$ cat src/rtl/tfpc_pkg.sv
// ----------------------------------------------------------------------------
// tfpc_pkg
// shared types, widths, reset values and arithmetic helpers of the
// four-point touch calibration block
// ----------------------------------------------------------------------------
package tfpc_pkg;

  localparam int RAW_W   = 12;
  localparam int REG_W   = 2 * RAW_W;
  localparam int EO_W    = 8;
  localparam int RES_W   = 12;
  localparam int COORD_W = 11;
  localparam int SPAN_W  = 13;
  localparam int DEN_W   = 13;
  localparam int DVSM_W  = 12;
  localparam int MAG_W   = 24;
  localparam int PROD_W  = 25;
  localparam int CNUM_W  = 28;
  localparam int OFS_W   = 28;
  localparam int V_W     = OFS_W + 1;
  localparam int DIV_STG = MAG_W;
  localparam int NSTG    = DIV_STG + 4;
  localparam int CFG_AW  = 3;
  localparam int OUT_DW  = 24;

  localparam logic [RES_W-1:0] LIM_MAX = 12'd2048;

  localparam logic [REG_W-1:0] UL_RST = 24'd819400;
  localparam logic [REG_W-1:0] UR_RST = 24'd15954120;
  localparam logic [REG_W-1:0] LR_RST = 24'd15957815;
  localparam logic [REG_W-1:0] LL_RST = 24'd823095;
  localparam logic [EO_W-1:0]  EO_RST = 8'd20;
  localparam logic [RES_W-1:0] HR_RST = 12'd480;
  localparam logic [RES_W-1:0] VR_RST = 12'd320;

  typedef enum logic [CFG_AW-1:0] {
    REG_UL   = 3'd0,
    REG_UR   = 3'd1,
    REG_LR   = 3'd2,
    REG_LL   = 3'd3,
    REG_EO   = 3'd4,
    REG_HRES = 3'd5,
    REG_VRES = 3'd6
  } cfg_reg_t;

  typedef enum logic [2:0] {
    ST_IDLE,
    ST_LOAD,
    ST_DIV,
    ST_WAIT,
    ST_FIN
  } coef_state_t;

  typedef struct packed {
    logic signed [SPAN_W-1:0] span;
    logic [DVSM_W-1:0]        dmag;
    logic                     dneg;
    logic signed [OFS_W-1:0]  ofs;
    logic                     err;
    logic [RES_W-1:0]         lim;
  } axis_coef_t;

  typedef struct packed {
    axis_coef_t ax;
    axis_coef_t ay;
    logic       busy;
  } coef_t;

  // one restoring step: returns {quotient bit, new remainder}
  function automatic logic [DVSM_W:0] div_step(input logic [DVSM_W-1:0] rem,
                                               input logic inbit,
                                               input logic [DVSM_W-1:0] dm);
    logic [DVSM_W:0] sh;
    logic [DVSM_W:0] df;
    sh = {rem, inbit};
    df = sh - {1'b0, dm};
    if (sh >= {1'b0, dm}) begin
      return {1'b1, df[DVSM_W-1:0]};
    end else begin
      return {1'b0, sh[DVSM_W-1:0]};
    end
  endfunction

  // halving with truncation toward zero
  function automatic logic signed [DEN_W-1:0] half14(input logic signed [DEN_W:0] x);
    logic signed [DEN_W:0] t;
    t = x + {{DEN_W{1'b0}}, x[DEN_W]};
    return t[DEN_W:1];
  endfunction

  function automatic logic signed [OFS_W-1:0] half29(input logic signed [OFS_W:0] x);
    logic signed [OFS_W:0] t;
    t = x + {{OFS_W{1'b0}}, x[OFS_W]};
    return t[OFS_W:1];
  endfunction

endpackage

$ cat src/rtl/tfpc_axis.sv
// ----------------------------------------------------------------------------
// tfpc_axis
// one axis of the sample pipeline: multiply, magnitude, restoring divide
// one bit a stage, add intercept, clamp
// ----------------------------------------------------------------------------
module tfpc_axis
  import tfpc_pkg::*;
(
  input  logic               clk,
  input  logic [NSTG-1:0]    en,
  input  logic [RAW_W-1:0]   raw,
  input  axis_coef_t         cf,
  output logic [COORD_W-1:0] coord
);

  logic signed [PROD_W-1:0] prod_r;
  logic [MAG_W-1:0]         mag_r;
  logic                     neg_r;
  logic [DVSM_W-1:0]        rem_r [DIV_STG];
  logic [MAG_W-1:0]         q_r   [DIV_STG];
  logic                     ng_r  [DIV_STG];
  logic signed [V_W-1:0]    v_r;
  logic [COORD_W-1:0]       coord_r;

  logic signed [PROD_W-1:0] prod_nxt;
  logic signed [V_W-1:0]    qs;
  logic signed [V_W-1:0]    v_nxt;
  logic [COORD_W-1:0]       coord_nxt;
  logic [RES_W-1:0]         lim_m1;

  always_comb begin
    prod_nxt = $signed({1'b0, raw}) * cf.span;
  end

  always_ff @(posedge clk) begin
    if (en[0]) begin
      prod_r <= prod_nxt;
    end
    if (en[1]) begin
      mag_r <= prod_r[PROD_W-1] ? MAG_W'(-prod_r) : MAG_W'(prod_r);
      neg_r <= prod_r[PROD_W-1] ^ cf.dneg;
    end
  end

  for (genvar j = 0; j < DIV_STG; j++) begin : g_div
    logic [DVSM_W-1:0] rem_in;
    logic [MAG_W-1:0]  q_in;
    logic              ng_in;
    logic [DVSM_W:0]   stp;
    if (j == 0) begin : g_first
      assign rem_in = '0;
      assign q_in   = mag_r;
      assign ng_in  = neg_r;
    end else begin : g_next
      assign rem_in = rem_r[j-1];
      assign q_in   = q_r[j-1];
      assign ng_in  = ng_r[j-1];
    end
    assign stp = div_step(rem_in, q_in[MAG_W-1], cf.dmag);
    always_ff @(posedge clk) begin
      if (en[2+j]) begin
        rem_r[j] <= stp[DVSM_W-1:0];
        q_r[j]   <= {q_in[MAG_W-2:0], stp[DVSM_W]};
        ng_r[j]  <= ng_in;
      end
    end
  end

  always_comb begin
    qs     = $signed(V_W'(q_r[DIV_STG-1]));
    qs     = ng_r[DIV_STG-1] ? -qs : qs;
    v_nxt  = {cf.ofs[OFS_W-1], cf.ofs} + qs;
    lim_m1 = cf.lim - 1'b1;
    if (cf.err || v_r[V_W-1] || cf.lim == '0) begin
      coord_nxt = '0;
    end else if (v_r >= $signed(V_W'(cf.lim))) begin
      coord_nxt = lim_m1[COORD_W-1:0];
    end else begin
      coord_nxt = v_r[COORD_W-1:0];
    end
  end

  always_ff @(posedge clk) begin
    if (en[NSTG-2]) begin
      v_r <= v_nxt;
    end
    if (en[NSTG-1]) begin
      coord_r <= coord_nxt;
    end
  end

  assign coord = coord_r;

endmodule

$ cat config.mk
export PLATFORM = sky130hd
export DESIGN_NAME = tfpc_axis
export DESIGN_NICKNAME = d
export VERILOG_FILES = /design/src/rtl/tfpc_pkg.sv /design/src/rtl/tfpc_axis.sv
export SDC_FILE = /design/constraint.sdc
export NUM_CORES = 2
export LEC_CHECK = 0
export ABC_AREA = 1
export ABC_CLOCK_PERIOD_IN_PS = 5900
export BUFFER_PORTS_ARGS = -buffer_cell sky130_fd_sc_hd__buf_2
export CORE_MARGIN = 3
export CORE_UTILIZATION = 55
export CTS_BUF_LIST = sky130_fd_sc_hd__clkbuf_4 sky130_fd_sc_hd__clkbuf_8
export CTS_CLUSTER_SIZE = 20
export DETAILED_ROUTE_END_ITERATION = 12
export PLACE_DENSITY = 0.71
export SYNTH_ARGS = -nofsm -noshare
export SYNTH_HDL_FRONTEND = slang
export SYNTH_SLANG_ARGS = --single-unit
$ cat constraint.sdc
create_clock -name clk -period 5.9 [get_ports clk]
set_input_delay 0.295 -clock clk [delete_from_list [all_inputs] [get_ports clk]]
set_output_delay 0.295 -clock clk [all_outputs]
set_load 0.03 [all_outputs]
==> results.cfg <==
[run_status]
status = finished clean

[clock_tree]
cts.sinks = 966
cts_tree = done
cts_max_level = 4
clockBufferDepth = 3
cts_resized = 0
clk_latency_ns = 0.85
clkTransAtPathRegs_ns = 0.07
cts_root_buf = clkbuf_8
holdBufCountCts = 59
cts-buffers-inserted = 160
post-cts-setup-buffers = 0

[final_layout]
finalInstanceArea_um2 = 61680
final_common_cell = nand2_1
fin_nets = 6270
final_cell_mix = nand2_1 (1050), edfxtp_1 (966), inv_1 (599), nor2_1 (483), ha_1 (411)
layout-drive-gt1-share_pct = 11.18
n_fill_cell = 8197
area_delta_synth_final_pct = 10.35

[sta]
fmax_ghz = 0.2010
worstMarginPinSlew_ns = 1.123
setup_viol = 0
rsz0062_at_grt = false
fin_crit_ns = 4.974
finalHoldViolCount = 0
slew_headroom_pct = 25.13
period_share_pct = 84.31
whs_ns = 0.1006
skew_ns = 0.04583
setup_tns_ns = 0
maxSlewViolCount = 0

[placed_design]
dp_hpwl_mm = 88.24
place.gp.congestion = 0.9199
io_buffers = 118
placed_cell_area_um2 = 57740

[drt]
routed_wl_mm = 122.6
drcViolationCount = 0
viasPerCell = 5.392
wl_per_cell_um = 17.26
drtIter0Drc = 2378
routed-via-count = 38293
drt.antenna.violating_nets = 0
dr.pass1.iters = 7

[critical_path]
cp.arrival_ns = 5.55
cp_top_family = adder cells
max_stage_delay_ns = 0.56
worst_path_most_repeated_cell = nand2_1
crit_path_cell_trace = dlygate4sd3_1 > buf_2 > nand2_1 > inv_1 > fa_1 > inv_1 > fa_1 > inv_1 > fa_1 > inv_1 > fa_1 > inv_1 > fa_1 > ha_1 > ha_1 > a21o_1 > nand2_1 > nand3_1 > nand2_1 > nand2_1 > nand2_1 > nand2_1 > xor2_1
cp_slowest_cell = dlygate4sd3_1
cp-start-kind = primary input
path_buf_inv = 7
path_class = primary input to register
critPathMaxFanout = 12
r2r_slack_ns = 2.32
cp-end-kind = register
reg2reg_from = q_r[2][168]
required_ns = 6.48
rr_endpoint = v_r[25]
reg2reg_depth = 18

[floorplanning]
fp.dieArea_um2 = 105500
die_w_um = 324.8
io_pins = 119
die_h_um = 324.8
row_count = 116
core_um2 = 100400
start_util_pct = 55.65

[grt]
grt_pass1_vias = 37754
grt_usage_pct = 23.19
grt_max_degree = 38
grt_pass1_wl_mm = 195.3
grt.overflow.total = 0
antenna_found_initial = 5

[power]
vdd_drop_max_mv = 0.4966
comb_power_share_pct = 42.9
p_seq_share_pct = 36.4
switching_share_pct = 39.01
power.switching_mw = 11.45
power_density_nw_per_um2 = 476.0
total_power_mw = 29.36
p_leak_nw = 26.30
p_int_mw = 17.91
pwr-share-clk_pct = 20.7

[yosys]
synth_top_area_share_pct = 51.90
syn_nets = 5996
synthFlopType = edfxtp_1
netlist_instances = 5344
avgSynthCellArea_um2 = 10.46
ys_seq_elements = 966
synth_area_um2 = 55900
async_flop_share_pct = 0
synth.yosys.seq_area_share_pct = 51.90
synth_edf_count = 966
synth_cell_type_count = 46
yosysTopAreaCell = edfxtp_1
ys_top_cells_by_area = edfxtp_1 (52%), ha_1 (9.2%), nand2_1 (7.1%)
ys_warn_count = 0

[worst_hold_path]
whs_path_depth = 5
hp-class = primary input to register
min_from = raw[0]
min_to = prod_r[1]

[run]
cap_violations = 0
[layer usage]
| layer | vias up | track usage [%] | wire length [um] |
|---|---|---|---|
| met5 | - | 0 | 39 |
| met4 | 6 | 8.858 | 4297 |
| met3 | 253 | 3.430 | 5426 |
| met2 | 910 | 40.71 | 60920 |
| met1 | 18115 | 29.06 | 51870 |
| li1 | 19009 | - | - |
[worst min-delay path: stages]
cell and delay (ns):
buf_2 0.11, buf_4 0.19, nand2_1 0.07, inv_1 0.05
ha_1 0.11
[sequential cells by signal, indices dropped and copies added (netlist names)]
| register | flops |
|---|---|
| q_r | 576 |
| rem_r | 276 |
| v_r | 29 |
| prod_r | 25 |
| g_div.q_in | 24 |
| ng_r | 24 |
| coord | 11 |
| g_div.ng_in | 1 |
[cell type report]
| class | count | area (um2) | area share, % |
|---|---|---|---|
| Antenna cell | 1 | 2.502 | 0.004057 |
| Sequential cell | 966 | 29010 | 47.03 |
| Clock inverter | 84 | 814.5 | 1.321 |
| Inverter | 601 | 2256 | 3.657 |
| Tap cell | 1357 | 1698 | 2.753 |
| Clock buffer | 204 | 2532 | 4.106 |
| Multi-Input combinational cell | 3697 | 24080 | 39.03 |
| Timing Repair Buffer | 192 | 1294 | 2.097 |
[how the worst max path moves through the flow]
stage | from | to | cells past startpoint
2_1_floorplan | cf[66] | prod_r[19] | 18
3_3_place_gp | cf[66] | prod_r[22] | 21
3_5_place_dp | cf[66] | prod_r[22] | 22
4_1_cts | cf[55] | prod_r[17] | 23
5_1_grt | cf[55] | prod_r[17] | 23
6_report | cf[55] | prod_r[17] | 23
[cells by family after synthesis]
logic type	count (synthesis)	synth area share [%]
AO/OA/AOI/OAI	725	7.685
XOR/XNOR	252	3.949
adder cells (fa/ha/maj)	544	13.96
buffers and inverters	681	5.032
flip-flops	966	51.90
AND/OR/NAND/NOR	2176	17.48
[cells in the mapped netlist (48+ instances only)]
master	number
ha_1	411
nand3_1	223
o21ai_0	153
nand4_1	135
xnor2_1	106
edfxtp_1	966
a21oi_2	96
fa_1	133
xor2_1	146
nor2_1	483
inv_1	600
nand2_1	1050
nor3_1	66
a21oi_1	333
nand3_2	48
[power groups by stage]
stage / sequential, mW / clock, mW / combinational, mW
after global placement: 10.8 / 0 / 12.3
after detailed placement: 10.8 / 0 / 12.5
final: 10.7 / 6.07 / 12.6
after CTS: 10.7 / 6.25 / 12.6
after floorplan: 10.4 / 0 / 10.0
after global routing: 10.8 / 6.55 / 14.3
[through the flow]
stage / setup slack (ns) / instances / util (%)
CTS: 1.018 / 7101 / 61.41
finish: 0.9257 / 7102 / 61.41
detailed placement: 0.5127 / 6754 / 57.49
global route: 0.6926 / 7102 / 61.41
global placement: 0.5283 / 6754 / 57.49
floorplan: 0.7213 / 5344 / -
Power figures use the tool's default switching activity.
