File: src/rtl/tfpc_pkg.sv
// ----------------------------------------------------------------------------
// tfpc_pkg
// shared types, widths, reset values and arithmetic helpers of the
// four-point touch calibration block
// ----------------------------------------------------------------------------
package tfpc_pkg;

  localparam int RAW_W   = 12;
  localparam int REG_W   = 2 * RAW_W;
  localparam int EO_W    = 8;
  localparam int RES_W   = 12;
  localparam int COORD_W = 11;
  localparam int SPAN_W  = 13;
  localparam int DEN_W   = 13;
  localparam int DVSM_W  = 12;
  localparam int MAG_W   = 24;
  localparam int PROD_W  = 25;
  localparam int CNUM_W  = 28;
  localparam int OFS_W   = 28;
  localparam int V_W     = OFS_W + 1;
  localparam int DIV_STG = MAG_W;
  localparam int NSTG    = DIV_STG + 4;
  localparam int CFG_AW  = 3;
  localparam int OUT_DW  = 24;

  localparam logic [RES_W-1:0] LIM_MAX = 12'd2048;

  localparam logic [REG_W-1:0] UL_RST = 24'd819400;
  localparam logic [REG_W-1:0] UR_RST = 24'd15954120;
  localparam logic [REG_W-1:0] LR_RST = 24'd15957815;
  localparam logic [REG_W-1:0] LL_RST = 24'd823095;
  localparam logic [EO_W-1:0]  EO_RST = 8'd20;
  localparam logic [RES_W-1:0] HR_RST = 12'd480;
  localparam logic [RES_W-1:0] VR_RST = 12'd320;

  typedef enum logic [CFG_AW-1:0] {
    REG_UL   = 3'd0,
    REG_UR   = 3'd1,
    REG_LR   = 3'd2,
    REG_LL   = 3'd3,
    REG_EO   = 3'd4,
    REG_HRES = 3'd5,
    REG_VRES = 3'd6
  } cfg_reg_t;

  typedef enum logic [2:0] {
    ST_IDLE,
    ST_LOAD,
    ST_DIV,
    ST_WAIT,
    ST_FIN
  } coef_state_t;

  typedef struct packed {
    logic signed [SPAN_W-1:0] span;
    logic [DVSM_W-1:0]        dmag;
    logic                     dneg;
    logic signed [OFS_W-1:0]  ofs;
    logic                     err;
    logic [RES_W-1:0]         lim;
  } axis_coef_t;

  typedef struct packed {
    axis_coef_t ax;
    axis_coef_t ay;
    logic       busy;
  } coef_t;

  // one restoring step: returns {quotient bit, new remainder}
  function automatic logic [DVSM_W:0] div_step(input logic [DVSM_W-1:0] rem,
                                               input logic inbit,
                                               input logic [DVSM_W-1:0] dm);
    logic [DVSM_W:0] sh;
    logic [DVSM_W:0] df;
    sh = {rem, inbit};
    df = sh - {1'b0, dm};
    if (sh >= {1'b0, dm}) begin
      return {1'b1, df[DVSM_W-1:0]};
    end else begin
      return {1'b0, sh[DVSM_W-1:0]};
    end
  endfunction

  // halving with truncation toward zero
  function automatic logic signed [DEN_W-1:0] half14(input logic signed [DEN_W:0] x);
    logic signed [DEN_W:0] t;
    t = x + {{DEN_W{1'b0}}, x[DEN_W]};
    return t[DEN_W:1];
  endfunction

  function automatic logic signed [OFS_W-1:0] half29(input logic signed [OFS_W:0] x);
    logic signed [OFS_W:0] t;
    t = x + {{OFS_W{1'b0}}, x[OFS_W]};
    return t[OFS_W:1];
  endfunction

endpackage

File: src/rtl/tfpc_sdiv.sv
// ----------------------------------------------------------------------------
// tfpc_sdiv
// bit-serial signed divider, truncating toward zero, one quotient bit a cycle
// ----------------------------------------------------------------------------
module tfpc_sdiv
  import tfpc_pkg::*;
(
  input  logic                     clk,
  input  logic                     rst_n,
  input  logic                     start,
  input  logic signed [CNUM_W-1:0] num,
  input  logic signed [DEN_W-1:0]  dvs,
  output logic                     done,
  output logic signed [CNUM_W-1:0] quo
);

  localparam int CNT_W = $clog2(CNUM_W + 1);

  logic              busy_r;
  logic              done_r;
  logic [CNT_W-1:0]  cnt_r;
  logic [DVSM_W-1:0] rem_r;
  logic [CNUM_W-1:0] q_r;
  logic [DVSM_W-1:0] dm_r;
  logic              neg_r;

  logic [CNUM_W-1:0] nmag;
  logic [DEN_W-1:0]  dfull;
  logic [DVSM_W:0]   stp;
  logic [DVSM_W-1:0] rem_nxt;
  logic [CNUM_W-1:0] q_nxt;

  always_comb begin
    nmag    = num[CNUM_W-1] ? CNUM_W'(-num) : CNUM_W'(num);
    dfull   = dvs[DEN_W-1] ? DEN_W'(-dvs) : DEN_W'(dvs);
    stp     = div_step(rem_r, q_r[CNUM_W-1], dm_r);
    rem_nxt = stp[DVSM_W-1:0];
    q_nxt   = {q_r[CNUM_W-2:0], stp[DVSM_W]};
  end

  always_ff @(posedge clk) begin
    if (!rst_n) begin
      busy_r <= 1'b0;
      done_r <= 1'b0;
      cnt_r  <= '0;
    end else begin
      done_r <= 1'b0;
      if (start) begin
        busy_r <= 1'b1;
        cnt_r  <= '0;
      end else if (busy_r) begin
        cnt_r <= cnt_r + 1'b1;
        if (cnt_r == CNT_W'(CNUM_W - 1)) begin
          busy_r <= 1'b0;
          done_r <= 1'b1;
        end
      end
    end
  end

  always_ff @(posedge clk) begin
    if (start) begin
      rem_r <= '0;
      q_r   <= nmag;
      dm_r  <= dfull[DVSM_W-1:0];
      neg_r <= num[CNUM_W-1] ^ dvs[DEN_W-1];
    end else if (busy_r) begin
      rem_r <= rem_nxt;
      q_r   <= q_nxt;
    end
  end

  assign done = done_r;
  assign quo  = neg_r ? -$signed(q_r) : $signed(q_r);

endmodule

File: src/rtl/tfpc_coef.sv
// ----------------------------------------------------------------------------
// tfpc_coef
// calibration registers and the sequencer that derives spans, divisors and
// intercepts per axis with one shared serial divider
// ----------------------------------------------------------------------------
module tfpc_coef
  import tfpc_pkg::*;
#(
  parameter int SCREEN_WIDTH  = 480,
  parameter int SCREEN_HEIGHT = 320
) (
  input  logic              clk,
  input  logic              rst_n,
  input  logic              cfg_we,
  input  logic [CFG_AW-1:0] cfg_addr,
  input  logic [REG_W-1:0]  cfg_wdata,
  output coef_t             coef
);

  logic [REG_W-1:0] ul_r, ur_r, lr_r, ll_r;
  logic [EO_W-1:0]  eo_r;
  logic [RES_W-1:0] hres_r, vres_r;

  coef_state_t state_r, state_nxt;
  logic [1:0]  step_r, step_nxt;
  logic        start;

  logic signed [CNUM_W-1:0] num_r;
  logic signed [DEN_W-1:0]  dvs_r;
  logic signed [OFS_W-1:0]  c_r [4];
  axis_coef_t               ax_r, ay_r;

  logic                     div_done;
  logic signed [CNUM_W-1:0] div_quo;

  logic [RAW_W-1:0]         ulx, urx, lrx, llx, uly, ury, lry, lly;
  logic signed [DEN_W-1:0]  d1x, d2x, d1y, d2y, dx, dy;
  logic signed [SPAN_W-1:0] spx, spy, span_sel;
  logic [RAW_W:0]           sax, sbx, say, sby, sum_sel;
  logic signed [DEN_W-1:0]  dvs_sel;
  logic signed [CNUM_W-1:0] op_a, op_b, num_nxt;
  logic signed [OFS_W:0]    cdiff;
  logic [RES_W-1:0]         full_sel;
  axis_coef_t               ax_nxt, ay_nxt;

  always_comb begin
    ulx = ul_r[REG_W-1:RAW_W];  uly = ul_r[RAW_W-1:0];
    urx = ur_r[REG_W-1:RAW_W];  ury = ur_r[RAW_W-1:0];
    lrx = lr_r[REG_W-1:RAW_W];  lry = lr_r[RAW_W-1:0];
    llx = ll_r[REG_W-1:RAW_W];  lly = ll_r[RAW_W-1:0];

    d1x = DEN_W'({1'b0, urx}) - DEN_W'({1'b0, ulx});
    d2x = DEN_W'({1'b0, lrx}) - DEN_W'({1'b0, llx});
    d1y = DEN_W'({1'b0, lly}) - DEN_W'({1'b0, uly});
    d2y = DEN_W'({1'b0, lry}) - DEN_W'({1'b0, ury});
    dx  = half14({d1x[DEN_W-1], d1x} + {d2x[DEN_W-1], d2x});
    dy  = half14({d1y[DEN_W-1], d1y} + {d2y[DEN_W-1], d2y});

    spx = SPAN_W'(SCREEN_WIDTH) - SPAN_W'({eo_r, 1'b0});
    spy = SPAN_W'(SCREEN_HEIGHT) - SPAN_W'({eo_r, 1'b0});

    sax = {1'b0, ulx} + {1'b0, urx};
    sbx = {1'b0, llx} + {1'b0, lrx};
    say = {1'b0, uly} + {1'b0, lly};
    sby = {1'b0, ury} + {1'b0, lry};

    case (step_r)
      2'd0:    begin span_sel = spx; sum_sel = sax; dvs_sel = d1x; end
      2'd1:    begin span_sel = spx; sum_sel = sbx; dvs_sel = d2x; end
      2'd2:    begin span_sel = spy; sum_sel = say; dvs_sel = d1y; end
      default: begin span_sel = spy; sum_sel = sby; dvs_sel = d2y; end
    endcase
    op_a    = {{(CNUM_W-SPAN_W){span_sel[SPAN_W-1]}}, span_sel};
    op_b    = {{(CNUM_W-RAW_W-1){1'b0}}, sum_sel};
    num_nxt = op_a * op_b;

    full_sel = step_r[1] ? RES_W'(SCREEN_HEIGHT) : RES_W'(SCREEN_WIDTH);
    cdiff    = V_W'({1'b0, full_sel}) - {div_quo[CNUM_W-1], div_quo};

    ax_nxt.span = spx;
    ax_nxt.dmag = dx[DEN_W-1] ? DVSM_W'(-dx) : DVSM_W'(dx);
    ax_nxt.dneg = dx[DEN_W-1];
    ax_nxt.ofs  = half29({c_r[0][OFS_W-1], c_r[0]} + {c_r[1][OFS_W-1], c_r[1]});
    ax_nxt.err  = (d1x == '0) || (d2x == '0) || (dx == '0);
    ax_nxt.lim  = (hres_r > LIM_MAX) ? LIM_MAX : hres_r;
    ay_nxt.span = spy;
    ay_nxt.dmag = dy[DEN_W-1] ? DVSM_W'(-dy) : DVSM_W'(dy);
    ay_nxt.dneg = dy[DEN_W-1];
    ay_nxt.ofs  = half29({c_r[2][OFS_W-1], c_r[2]} + {c_r[3][OFS_W-1], c_r[3]});
    ay_nxt.err  = (d1y == '0) || (d2y == '0) || (dy == '0);
    ay_nxt.lim  = (vres_r > LIM_MAX) ? LIM_MAX : vres_r;
  end

  always_comb begin
    state_nxt = state_r;
    step_nxt  = step_r;
    start     = 1'b0;
    case (state_r)
      ST_IDLE: state_nxt = ST_IDLE;
      ST_LOAD: state_nxt = ST_DIV;
      ST_DIV: begin
        start     = 1'b1;
        state_nxt = ST_WAIT;
      end
      ST_WAIT: begin
        if (div_done) begin
          step_nxt  = step_r + 1'b1;
          state_nxt = (step_r == 2'd3) ? ST_FIN : ST_LOAD;
        end
      end
      ST_FIN:  state_nxt = ST_IDLE;
      default: state_nxt = ST_IDLE;
    endcase
    if (cfg_we) begin
      state_nxt = ST_LOAD;
      step_nxt  = 2'd0;
      start     = 1'b0;
    end
  end

  always_ff @(posedge clk) begin
    if (!rst_n) begin
      state_r <= ST_LOAD;
      step_r  <= 2'd0;
      ul_r    <= UL_RST;
      ur_r    <= UR_RST;
      lr_r    <= LR_RST;
      ll_r    <= LL_RST;
      eo_r    <= EO_RST;
      hres_r  <= HR_RST;
      vres_r  <= VR_RST;
    end else begin
      state_r <= state_nxt;
      step_r  <= step_nxt;
      if (cfg_we) begin
        case (cfg_addr)
          REG_UL:   ul_r   <= cfg_wdata;
          REG_UR:   ur_r   <= cfg_wdata;
          REG_LR:   lr_r   <= cfg_wdata;
          REG_LL:   ll_r   <= cfg_wdata;
          REG_EO:   eo_r   <= cfg_wdata[EO_W-1:0];
          REG_HRES: hres_r <= cfg_wdata[RES_W-1:0];
          REG_VRES: vres_r <= cfg_wdata[RES_W-1:0];
          default:  ;
        endcase
      end
    end
  end

  always_ff @(posedge clk) begin
    if (state_r == ST_LOAD) begin
      num_r <= num_nxt;
      dvs_r <= dvs_sel;
    end
    if (state_r == ST_WAIT && div_done) begin
      c_r[step_r] <= half29(cdiff);
    end
    if (state_r == ST_FIN) begin
      ax_r <= ax_nxt;
      ay_r <= ay_nxt;
    end
  end

  tfpc_sdiv u_sdiv (
    .clk   (clk),
    .rst_n (rst_n),
    .start (start),
    .num   (num_r),
    .dvs   (dvs_r),
    .done  (div_done),
    .quo   (div_quo)
  );

  assign coef.ax   = ax_r;
  assign coef.ay   = ay_r;
  assign coef.busy = (state_r != ST_IDLE);

endmodule

File: config.mk
export PLATFORM = sky130hd
export DESIGN_NAME = tfpc_coef
export DESIGN_NICKNAME = d
export VERILOG_FILES = /design/src/rtl/tfpc_pkg.sv /design/src/rtl/tfpc_sdiv.sv /design/src/rtl/tfpc_coef.sv
export SDC_FILE = /design/constraint.sdc
export NUM_CORES = 2
export LEC_CHECK = 0
export ABC_AREA = 1
export BUFFER_PORTS_ARGS = -buffer_cell sky130_fd_sc_hd__buf_2
export CORE_AREA = 2 2 223 313
export DETAILED_ROUTE_END_ITERATION = 16
export DIE_AREA = 0 0 225 315
export PLACE_DENSITY = 0.72
export SLEW_MARGIN = 30
export SYNTH_ARGS = -nofsm -noshare
export SYNTH_HDL_FRONTEND = slang
export SYNTH_SLANG_ARGS = --single-unit
File: constraint.sdc
create_clock -name clk -period 29.3 [get_ports clk]
set_input_delay 2.93 -clock clk [delete_from_list [all_inputs] [get_ports clk]]
set_output_delay 2.93 -clock clk [all_outputs]
set_load 0.02 [all_outputs]
==> metrics.md <==
| Metric | Value |
|---|---|
| Status | `finished, final reports clean` |
| Drt pass-1 iters | `6` |
| F_max | `0.119 GHz` |
| Num CTS Buffers | `just under 50` |
| Leading cell type by number of instances after synthesis | `nand2_1` |
| First-pass GRT wire length | `approximately 160000 um` |
| Syn_area_per_cell | `slightly below 8 um^2` |
| Slowest stage delay, CP | `between 0.6 and 0.7 ns` |
| CTS Sinks | `about 470` |
| CTS tree | `done` |
| Pleak | `around 19 nW` |
| Largest net degree at the start of global routing | `85` |
| Pwr per Cell Area | `roughly 80 mW/mm^2` |
| Worst Tran Pin Value | `~0.99 ns` |
| Slew Limit Headroom | `about 34%` |
| 1st-iter DRT viols | `about 1900` |
| P&R area growth vs syn | `8.93%` |
| Core area | `0.0683 mm^2` |
| GRT overflow | `0` |
| Final Max Slew Viols | `0` |
| Post-synthesis cell count | `between 4000 and 5000` |
| Final Cell Area | `slightly above 0.04 mm^2` |
| Layout cells sized above 1 | `under 10%` |
| Longest Clk Path Bufs | `3` |
| Synth area leader | `edfxtp_1` |
| Crit path max fanout | `23` |
| Initial Util | `between 50% and 60%` |
| Peak supply drop | `roughly 0.14 mV` |
| Clock transition at path regs | `~0.060 ns` |
| Via total after detailed routing | `31800` |
| Synth top cells by count | `nand2_1 (1025), inv_1 (729), nor2_1 (518)` |
| IO Pins | `approximately 170` |
| Post-route minimum period | `roughly 8.4 ns` |
| H-tree levels | `2` |
| Setup crit start kind | `flop` |
| Fill count | `roughly 6300` |
| # DRC | `0` |
| Clock root buffer | `clkbuf_16` |
| Overall global routing resource usage | `28.6%` |
| GP Congestion | `between 0.9 and 1` |
| Final Hold Vio Count | `0` |
| Worst path arrival time | `roughly 9 ns` |
| Period utilisation layout | `around 29%` |
| Ranking of synthesized cells by area | `edfxtp_1 (25%), nand2_1 (10%), ha_1 (10%)` |
| Synth Flop Type | `edfxtp_1` |
| Critical Path RT | `a little under 30 ns` |
| Post-CTS setup buffer count | `0` |
| Max-cap viol count | `0` |
| Worst setup margin | `20.92 ns` |
| Yosys warns | `0` |
| HP Class | `reg -> reg` |
| WL final | `101000 um` |
| #FFs+latches synth | `between 400 and 500` |
| RSZ-0062 raised after global routing | `no` |
| Post-synth ARST share | `0%` |
| Setup WS pre-CTS | `roughly 21 ns` |
| Hold Buf Count CTS | `0` |
| CP endpoint kind | `flop` |
| Die area | `0.0709 mm^2` |
| Number of enable flip-flop cells after synthesis | `about 310` |
| Vias in the first global route | `a little over 30000` |
| Resize count post-CTS | `0` |
| Top cell type's share of synthesized area | `between 20% and 30%` |
| Setup Skew | `around 0.025 ns` |
| Via density | `5.45` |
| Initial antenna violation count | `0` |
| Routed wire length per instance | `around 17 um` |
| Final core occ | `59.3%` |
| Setup violators final | `0` |
| Antenna-violating nets left | `0` |
| # rows | `between 100 and 150` |
| Crit-path slowest cell | `inv_1` |
| CP dominant cell by count | `inv_1` |
| Area post-placement | `around 0.039 mm^2` |
| N_diodes | `0` |
| Sequential share of the synthesized area | `between 30 and 40%` |
| Die X | `about 230 um` |
| Crit path kind | `reg -> reg` |
| Port Buffers | `162` |
| Layout Nets | `5384` |
| Worst-skew pair later-pin latency | `0.64 ns` |
| Post-DP HPWL | `just over 80000 um` |
| Mapped Area | `~0.037 mm^2` |
| Synth unique cells | `68` |
| Setup TNS | `0 ns` |
| Die H | `315 um` |
## worst paths after layout
| check | from | endpoint | slack [ns] | depth (start not counted) |
|---|---|---|---|---|
| max | step_r[1] | num_r[23] | 20.92 | 28 |
| min | hres_r[11] | coef[79] | 0.44 | 0 |
| max reg2reg | step_r[1] | num_r[23] | 20.92 | 28 |
| min reg2reg | hres_r[11] | coef[79] | 0.44 | 0 |
## flip-flops by register name (all words and copies together), names as in the netlist, 12 cells and up
| register | count |
|---|---|
| vres_r | 12 |
| ul_r | 24 |
| u_sdiv.q_r | 28 |
| coef | 122 |
| num_r | 26 |
| lr_r | 24 |
| c_r | 112 |
| ll_r | 24 |
| u_sdiv.rem_r | 12 |
| dvs_r | 13 |
| hres_r | 12 |
| u_sdiv.dm_r | 12 |
| ur_r | 24 |
## metal layers
layer / part of all wire (%) / up-vias / GRT usage, %
met5: 0 / - / 0
met4: 6.1 / 0 / 16.0
met2: 52 / 908 / 54.0
met3: 4.5 / 305 / 3.27
met1: 37 / 14700 / 30.6
li1: - / 15900 / -
## cells by family (layout without fill, tap and decap cells)
family | Yosys count | in the layout | share of synthesized area [%]
AOI/OAI and AO/OA | 698 | 698 | 10.4
xor gates and xnor gates | 249 | 249 | 5.91
adders and majority gates | 423 | 423 | 16.7
buffers and inverters | 857 | 1032 | 8.85
DFF | 466 | 466 | 33.5
other | 1 | 2 | 0.0101
and+or+nand+nor | 2102 | 2102 | 24.6
## power breakdown
part	switching (W)	total, W	internal (W)
registers	0.0000257	0.000859	0.000833
logic	0.00106	0.00175	0.000688
clock network	0.000285	0.000647	0.000361
total	0.00137	0.00325	0.00188
## cells in the final DEF (no fill, tap or decap), types with 56 or more instances in the layout
master    instances
nor2_1          512
nor3_1           56
nand4_1          73
nand2_1        1025
buf_2           161
a21oi_1         277
fa_1            124
ha_1            298
edfxtp_1        314
o21ai_0         261
dfxtp_1         152
inv_1           727
xor2_1          195
nand3_1         252
## final cells by class
| class | instances | area, um^2 | share of cell area, % |
|---|---|---|---|
| Inverter | 760 | 2850 | 7.04 |
| Multi-Input combinational cell | 3474 | 21500 | 53.0 |
| Clock inverter | 32 | 349 | 0.861 |
| Clock buffer | 60 | 1320 | 3.25 |
| Tap cell | 870 | 1090 | 2.69 |
| Timing Repair Buffer | 180 | 952 | 2.35 |
| Sequential cell | 466 | 12500 | 30.8 |
## stage by stage
step / instances / hold slack [ns] / total power [W]
2_1_floorplan: 4797 / 0.443 / 0.00223
3_3_place_gp: 5750 / 0.413 / 0.00257
3_5_place_dp: 5750 / 0.427 / 0.00261
4_1_cts: 5842 / 0.430 / 0.00327
5_1_grt: 5842 / 0.448 / 0.00357
6_report: 5842 / 0.435 / 0.00325
## worst max-delay path, delay by kind of cell, from the launching register on
kind	cells	cell delay, ns
xor+xnor	1	0.09
buf+inv	7	1.18
simple gates	5	1.15
compound gates	7	1.31
fa+ha+maj	8	3.99
flops	1	0.36
(Power assumes the default switching activity.)
